## config.mk

```make
export PLATFORM = sky130hd
export DESIGN_NAME = wf3_filter
export DESIGN_NICKNAME = d
export VERILOG_FILES = /design/src/sv/wf3_pkg.sv /design/src/sv/wf3_filter.sv
export SDC_FILE = /design/constraint.sdc
export NUM_CORES = 2
export LEC_CHECK = 0
export ABC_CLOCK_PERIOD_IN_PS = 34100
export BUFFER_PORTS_ARGS = -buffer_cell sky130_fd_sc_hd__buf_2
export CAP_MARGIN = 10
export CORE_MARGIN = 5
export CORE_UTILIZATION = 60
export CTS_CLUSTER_DIAMETER = 80
export DETAILED_ROUTE_END_ITERATION = 12
export PLACE_DENSITY = 0.78
export RECOVER_POWER = 100
export SLEW_MARGIN = 15
export SYNTH_ARGS = -nofsm -noshare
export SYNTH_HDL_FRONTEND = slang
export SYNTH_SLANG_ARGS = --single-unit
```

## constraint.sdc

```tcl
create_clock -name i_clk -period 34.1 [get_ports i_clk]
set_input_delay 5.115 -clock i_clk [delete_from_list [all_inputs] [get_ports i_clk]]
set_output_delay 5.115 -clock i_clk [all_outputs]
set_load 0.005 [all_outputs]
```

## src/sv/wf3_pkg.sv

```systemverilog
// package: shared constants, types and helper functions for the 3x3 window filter
`timescale 1ns / 1ps
package wf3_pkg;

    localparam int MAX_WIDTH = 1024;
    localparam int ADDR_W    = $clog2(MAX_WIDTH);
    localparam int PIX_W     = 24;

    // configuration register indexes
    localparam logic [2:0] REG_MODE    = 3'd0;
    localparam logic [2:0] REG_WIDTH   = 3'd1;
    localparam logic [2:0] REG_HEIGHT  = 3'd2;
    localparam logic [2:0] REG_SMOOTH  = 3'd3;
    localparam logic [2:0] REG_SHARPEN = 3'd4;

    // filter modes
    localparam logic [2:0] MODE_SMOOTH  = 3'd0;
    localparam logic [2:0] MODE_SHARPEN = 3'd1;
    localparam logic [2:0] MODE_MEDIAN  = 3'd2;
    localparam logic [2:0] MODE_MAX     = 3'd3;
    localparam logic [2:0] MODE_MIN     = 3'd4;

    localparam logic [62:0] SMOOTH_RESET = 63'd72624976668147841;

    // window of one channel
    typedef logic [7:0] t_win [9];

    // beat handed from the window stage to the filter stage
    typedef struct packed {
        logic                   border;
        logic                   frame_end;
        logic [9*PIX_W-1:0]     win;
    } t_win_beat;

    function automatic logic [7:0] max8(input logic [7:0] a, input logic [7:0] b);
        return (a > b) ? a : b;
    endfunction

    function automatic logic [7:0] min8(input logic [7:0] a, input logic [7:0] b);
        return (a < b) ? a : b;
    endfunction

    // clamp a signed sum to a byte
    function automatic logic [7:0] clamp8(input logic signed [19:0] s);
        if (s < 0) begin
            return 8'd0;
        end else if (s > 20'sd255) begin
            return 8'd255;
        end else begin
            return s[7:0];
        end
    endfunction

    // median of three
    function automatic logic [7:0] med3(input logic [7:0] a, input logic [7:0] b,
                                        input logic [7:0] c);
        return max8(min8(a, b), min8(max8(a, b), c));
    endfunction

endpackage

```

## src/sv/wf3_filter.sv

```systemverilog
// per-channel filter datapath: products, sum tree, divide by nine, sort network
`timescale 1ns / 1ps
module wf3_filter
    import wf3_pkg::*;
(
    input  logic        i_clk,
    input  logic        i_en,
    input  logic [2:0]  i_mode,
    input  logic [62:0] i_taps,
    input  logic        i_border,
    input  logic [71:0] i_win,
    output logic [7:0]  o_val
);
    t_win                   v;
    logic signed [15:0]     n_prod [9];
    logic signed [15:0]     r_prod [9];
    logic signed [19:0]     n_sum;
    logic signed [19:0]     r_sum;
    logic [7:0]             r_mx, r_mn, r_md, r_ctr;
    logic [7:0]             r2_mx, r2_mn, r2_md, r2_ctr;
    logic                   r_pass, r2_pass;
    logic [7:0]             n_mx, n_mn, n_md;
    logic [7:0]             lo [3], mi [3], hi [3];
    logic [7:0]             a0, a1, a2, b0, b1, b2, c0, c1, c2;
    logic [35:0]            q_mul;
    logic [14:0]            q;
    logic [7:0]             n_out;

    always_comb begin
        for (int k = 0; k < 9; k++) begin
            v[k] = i_win[8*k +: 8];
        end
    end

    // stage one: nine small products and the rank network
    always_comb begin
        for (int k = 0; k < 9; k++) begin
            n_prod[k] = $signed({8'd0, v[k]}) * $signed({{9{i_taps[7*k+6]}}, i_taps[7*k +: 7]});
        end
        for (int r = 0; r < 3; r++) begin
            a0 = v[3*r]; a1 = v[3*r+1]; a2 = v[3*r+2];
            lo[r] = min8(min8(a0, a1), a2);
            hi[r] = max8(max8(a0, a1), a2);
            mi[r] = med3(a0, a1, a2);
        end
        b0 = max8(max8(lo[0], lo[1]), lo[2]);
        b1 = med3(mi[0], mi[1], mi[2]);
        b2 = min8(min8(hi[0], hi[1]), hi[2]);
        c0 = b0; c1 = b1; c2 = b2;
        n_md = med3(c0, c1, c2);
        n_mx = max8(max8(hi[0], hi[1]), hi[2]);
        n_mn = min8(min8(lo[0], lo[1]), lo[2]);
    end

    always_ff @(posedge i_clk) begin
        if (i_en) begin
            for (int k = 0; k < 9; k++) begin
                r_prod[k] <= n_prod[k];
            end
            r_mx   <= n_mx;
            r_mn   <= n_mn;
            r_md   <= n_md;
            r_ctr  <= v[4];
            r_pass <= i_border || (i_mode > MODE_MIN);
        end
    end

    // stage two: sum of products
    always_comb begin
        n_sum = '0;
        for (int k = 0; k < 9; k++) begin
            n_sum = n_sum + 20'(r_prod[k]);
        end
    end

    always_ff @(posedge i_clk) begin
        if (i_en) begin
            r_sum   <= n_sum;
            r2_mx   <= r_mx;
            r2_mn   <= r_mn;
            r2_md   <= r_md;
            r2_ctr  <= r_ctr;
            r2_pass <= r_pass;
        end
    end

    // stage three: divide by nine by reciprocal multiply (exact for sums below 2^18), select
    always_comb begin
        q_mul = 36'(r_sum[17:0]) * 36'd233017;
        q     = q_mul[35:21];
        n_out = r2_ctr;
        if (!r2_pass) begin
            case (i_mode)
                MODE_SMOOTH: begin
                    if (r_sum < 0) begin
                        n_out = 8'd0;
                    end else begin
                        n_out = (q > 15'd255) ? 8'd255 : q[7:0];
                    end
                end
                MODE_SHARPEN: n_out = clamp8(r_sum);
                MODE_MEDIAN:  n_out = r2_md;
                MODE_MAX:     n_out = r2_mx;
                MODE_MIN:     n_out = r2_mn;
                default:      n_out = r2_ctr;
            endcase
        end
    end

    assign o_val = n_out;
endmodule

```

; ---- After elaboration in Yosys (flattened, before gate mapping)
; Memory sizes are Yosys's and may differ from the RTL's.
; Cells that the tools add are included.
[op_classes]
order_cmp = 38
eq_ne = 4
addsub = 8
muxes = 42
n_reduce_logical = 2
mul = 10
[ops]
columns = operator, count
row1 = 2-to-1 mux 8 bit, 39
row2 = multiplier 9 x 7 -> 16 bit, 9
row3 = greater-than comparator 8 bit, 17
row4 = < comparator 8 bit, 17
row5 = adder 20 x 16 -> 20 bit, 4
row6 = case mux 8 bit (5 select lines), 1
row7 = "multiplier 18 x 18 -> 36 bit, second input constant", 1
row8 = adder 19 x 16 -> 20 bit, 1
row9 = "greater-than comparator 20 x 9 -> 1 bit, second input constant", 1
row10 = "< comparator 20 x 1 -> 1 bit, second input constant", 1
row11 = adder 18 x 16 -> 19 bit, 1
row12 = adder 17 x 16 -> 18 bit, 1
row13 = adder 16 x 16 -> 17 bit, 1
row14 = "greater-than comparator 15 x 8 -> 1 bit, second input constant", 1
row15 = "== test 3 x 2 -> 1 bit, second input constant", 2
row16 = "== test 3 x 1 -> 1 bit, second input constant", 1
row17 = "== test 3 bit, second input constant", 1
row18 = "greater-than comparator 3 bit, second input constant", 1
row19 = logical NOT 3 bit, 1
row20 = 2-to-1 mux 1 bit, 2
row21 = logical OR 1 bit, 1
[totals]
input_bits = 141
register_bits = 86
ramBits = 144
output_inout_bits = 8
mem_count = 1
[memory_table]
columns = name, words, width, rd, rd_ports_with_merged_regs, write_ports, line
row1 = r_prod, 9, 16, 9, 0, 9, wf3_filter.sv:16  ; logic signed [15:0] r_prod [9];

; ---- Logic depth before layout (Yosys ltp)
[logic_depth]
word_depth = 18
ltp_mapped = 92
ltp_nobuf = 85

; ---- Worst setup path after synthesis
; No wires, ideal clock.
[synth_path]
path_kind = input to register
start = in i_win[34]
end = reg r_md[0], data pin
cell_stages = 80
setup_time_ns = 0.267
arrival_time_ns = 20.829
setup_slack_ns = 13.004
cell_sequence = clkbuf_1 -> inv_1 -> ha_1 -> nand4_1 -> or2_1 -> o21ai_1 -> mux2_2 -> ha_1 -> nand3_1 -> o221a_1 -> o31ai_4 -> clkbuf_1 -> o21ai_0 -> ha_1 -> a21o_1 -> a21o_1 -> a21oi_1 -> o21ai_0 -> [... 44 more ...] -> o311ai_1 -> o31a_1 -> buf_4 -> nor3_1 -> a21oi_1 -> ha_1 -> nor2b_1 -> o21a_1 -> o21ai_0 -> nand2b_1 -> a21oi_1 -> o21ai_0 -> o21a_1 -> buf_1 -> clkbuf_1 -> nor4_1 -> a2bb2oi_1 -> o211ai_1
[synth_between]
elab_chain_cells = 18
word_cells_on_any_way = 36
cone_classes = order compare (18) / mux (18)
[synth_rtl]
columns = item, line
row1 = "start, declared", wf3_filter.sv:11  ; input logic [71:0] i_win,
row2 = greater-than comparator 8 bit, wf3_pkg.sv:36  ; return (a > b) ? a : b;
row3 = 2-to-1 mux 8 bit, wf3_pkg.sv:36
row4 = < comparator 8 bit, wf3_pkg.sv:40  ; return (a < b) ? a : b;
row5 = 2-to-1 mux 8 bit, wf3_pkg.sv:40
row6 = greater-than comparator 8 bit, wf3_pkg.sv:36
row7 = 2-to-1 mux 8 bit, wf3_pkg.sv:36
row8 = greater-than comparator 8 bit, wf3_pkg.sv:36
row9 = 2-to-1 mux 8 bit, wf3_pkg.sv:36
row10 = [... 3 more ...], -
row11 = 2-to-1 mux 8 bit, wf3_pkg.sv:36
row12 = greater-than comparator 8 bit, wf3_pkg.sv:36
row13 = 2-to-1 mux 8 bit, wf3_pkg.sv:36
row14 = < comparator 8 bit, wf3_pkg.sv:40
row15 = 2-to-1 mux 8 bit, wf3_pkg.sv:40
row16 = greater-than comparator 8 bit, wf3_pkg.sv:36
row17 = 2-to-1 mux 8 bit *, wf3_pkg.sv:36
row18 = via n_md[0], wf3_filter.sv:22  ; logic [7:0] n_mx, n_mn, n_md;
row19 = "end signal, assigned", wf3_filter.sv:62  ; r_md <= n_md;
row20 = "end, declared", wf3_filter.sv:19  ; logic [7:0] r_mx, r_mn, r_md, r_ctr;
; Mark *: on every way through the listed nets, which the timed path passes. The rest lies on a longest branch.
; A chain may end at the register's enable or synchronous reset.

; ---- Final worst setup path
[layout_path]
start = in i_win[35]
end = reg r_md[1], data pin
; Same word-level chain as after synthesis.

==> metrics <==
FF+latch area 6910 µm²; vias in the first global route 29.9k; clk_lat worst skew 0.57 ns; kind of critical path input pin to flop; Hold Path Stages 0; fraction of layout cells with a size suffix above 1 0.0598; Slowest cell on crit path o31ai_1; yosys warns 0; critical path depth in cells 75; post-synth net total approximately 5.4k; Core ar. 65500 µm²; post-synth top area share 0.236; die area around 70000 µm²; Root Buffer clkbuf_16; Total GRT Usage 0.286; Syn Std Cell Area 39400 µm²; post-synthesis register bit count 230; status finished with violations; Setup Skew roughly 0.038 ns; chip height 266 µm; max-slew violation count ~270; Most flops, register r_prod; CTS tree yes; failing checks capacitance limit, slew limit; MaxCap Viol Count 5; critical path's top delay family compound AO/OA/AOI/OAI gates; commonest non-fill, non-tap cell in the layout inv_1; vias per cell about 5.7; Top Ports 149; Post-synth top flop edfxtp_1; Multi-input gate area about 30000 µm²; Setup TNS 0 ns; hold buffer count at cts 0; H-Tree Depth 1; Remaining DRCs 0; Period minus WS final 26.44 ns; CP Launch Type input pin; number of antenna violations at the first check in global routing 5; # resized after CTS 0; Synth cell types 83; CTS Buffer Depth 3; CTS Buf Count 25; # rows 94; cell taking the most area after synthesis fa_1; endpoints failing setup 0; maximum number of pins on one net before global-route repair ~110; CP Data Arrival Time ~27 ns; number of fillers in the final layout 5302; Post-CTS Setup Bufs 0; clock-pin slew on the worst setup and hold paths about 0.060 ns; port buffer count roughly 150; Worst setup EP type flop; Post-synth EDFFs 230; drt pass-1 iters 6; CP Buf/Inv Count 6; Critical Path Fanout Max 16; register area share after synthesis 0.175; ys async rst share 0; max reg flops 144; routed wire length 101 mm; RSZ-0062 raised after global routing false; Slew Limit Headroom -2.93; Worst Path Required 34.37 ns; largest cells by area after synthesis fa_1, ha_1, edfxtp_1; half-perimeter wire length after placement between 80 and 90 mm; Nets between 5k and 6k; Min Hold Slack 0.414 ns; Worst R2R Path Depth 27; pre-CTS setup slack roughly 11 ns; die span in x 266 µm; Final period util 0.775; clock sink total 230; most used cell along the critical path ha_1; WL/cell 19.9 µm; Least-Margin Pin Slew 5.89 ns; Worst path max stage delay 1.51 ns; Initial Util 0.602; hold crit path type flop to flop; antenna-violating nets left 0; drt initial violations 2073; Post-Syn Area per Cell 9.72 µm²; grt total ovfl 0; setup ws final 7.66 ns; post-synthesis cell count 4060; Vias 29.0k; Area Growth Syn to Fin 6.15%; most frequent cells in the layout inv_1, ha_1, fa_1; final hold violations 0; global placement routability congestion 0.969; biggest regs r_prod: 144 flops, r_sum: 20 flops; first-pass GRT wire length 161 mm; Fmax around 38 MHz
-- Yosys cell counts, types with 4 or more instances --
cell type / instances
inv_1: 786
ha_1: 711
fa_1: 465
nand2_1: 288
and2_1: 273
a21oi_1: 234
edfxtp_1: 230
nor2_1: 156
o21ai_0: 117
xnor2_1: 111
o21bai_1: 76
mux2_2: 66
mux2i_1: 62
a21o_1: 60
clkbuf_1: 58
nand3_1: 33
o21a_1: 31
nand2b_1: 29
nand4_1: 24
nor2b_1: 23
xor2_1: 22
a31oi_1: 17
o211ai_1: 14
and3_1: 13
a211oi_1: 12
nor3_1: 12
o22ai_1: 10
nor4_1: 9
o21ai_1: 9
a22oi_1: 7
or3_1: 6
a221o_1: 5
o31ai_1: 5
a2111oi_0: 4
a31o_2: 4
or2_2: 4
-- kinds of logic (layout without fill, tap and decap cells) --
| logic type | Yosys count | in the layout | synth area share |
|---|---|---|---|
| mux | 132 | 132 | 0.0359 |
| compound gates | 648 | 648 | 0.103 |
| other cells | 0 | 2 | 0 |
| flops | 230 | 230 | 0.175 |
| buf+inv | 852 | 991 | 0.0817 |
| simple gates | 888 | 888 | 0.113 |
| fa+ha+maj | 1177 | 1177 | 0.462 |
| xor+xnor | 133 | 133 | 0.0295 |
-- through the flow --
| stage | cell area, µm² | std cells | utilization |
|---|---|---|---|
| 2_1_floorplan | 39400 | 4060 | - |
| 3_3_place_gp | 41100 | 5017 | 0.627 |
| 3_5_place_dp | 41100 | 5017 | 0.627 |
| 4_1_cts | 42000 | 5063 | 0.641 |
| 5_1_grt | 41900 | 5064 | 0.639 |
| 6_report | 41900 | 5065 | 0.639 |
-- worst reg2reg max path, stage by stage, from the launching register on --
cell and delay (ns):
edfxtp_1 0.44, fa_1 0.62, fa_1 0.54, inv_1 0.06, fa_1 0.54, inv_1 0.05, fa_1 0.48, ha_1 0.17
inv_1 0.07, fa_1 0.47, nor2b_1 0.12, o21ai_0 0.11, a21boi_0 0.28, o21ai_0 0.14, a21boi_0 0.26, o21ai_0 0.12
nand2_1 0.11, and2_0 0.16, o21ai_0 0.08, nand2_1 0.11, a21oi_1 0.07, o21ai_0 0.27, a21oi_1 0.12, nor2_1 0.13
o21ai_0 0.10, nand2b_1 0.08, a21oi_1 0.08, xnor2_1 0.13
-- final cells by class --
type                            instances  area share
Antenna cell                            2    0.000120
Clock buffer                           30      0.0154
Clock inverter                         16     0.00559
Inverter                              786      0.0705
Multi-Input combinational cell       2978       0.699
Sequential cell                       230       0.165
Tap cell                              864      0.0258
Timing Repair Buffer                  159      0.0186
-- metal layers --
metal	track usage	part of all wire	up-vias
li1	-	-	13700
met1	0.386	0.42	14200
met2	0.486	0.48	932
met3	0.0307	0.063	184
met4	0.100	0.041	4
met5	0	0.00015	-
-- path summary, 6_finish.rpt --
kind | startpoint | endpoint | slack, ns
setup reg to reg | r_prod[0][98] | r_sum[18] | 27.95
setup / recovery | i_win[35] | r_md[1] | 7.66
hold / removal | r_mn[5] | r2_mn[5] | 0.41
hold reg to reg | r_mn[5] | r2_mn[5] | 0.41
Power is not shown: default switching activity piles up to over one toggle a cycle in this logic, so the estimate is an artifact.
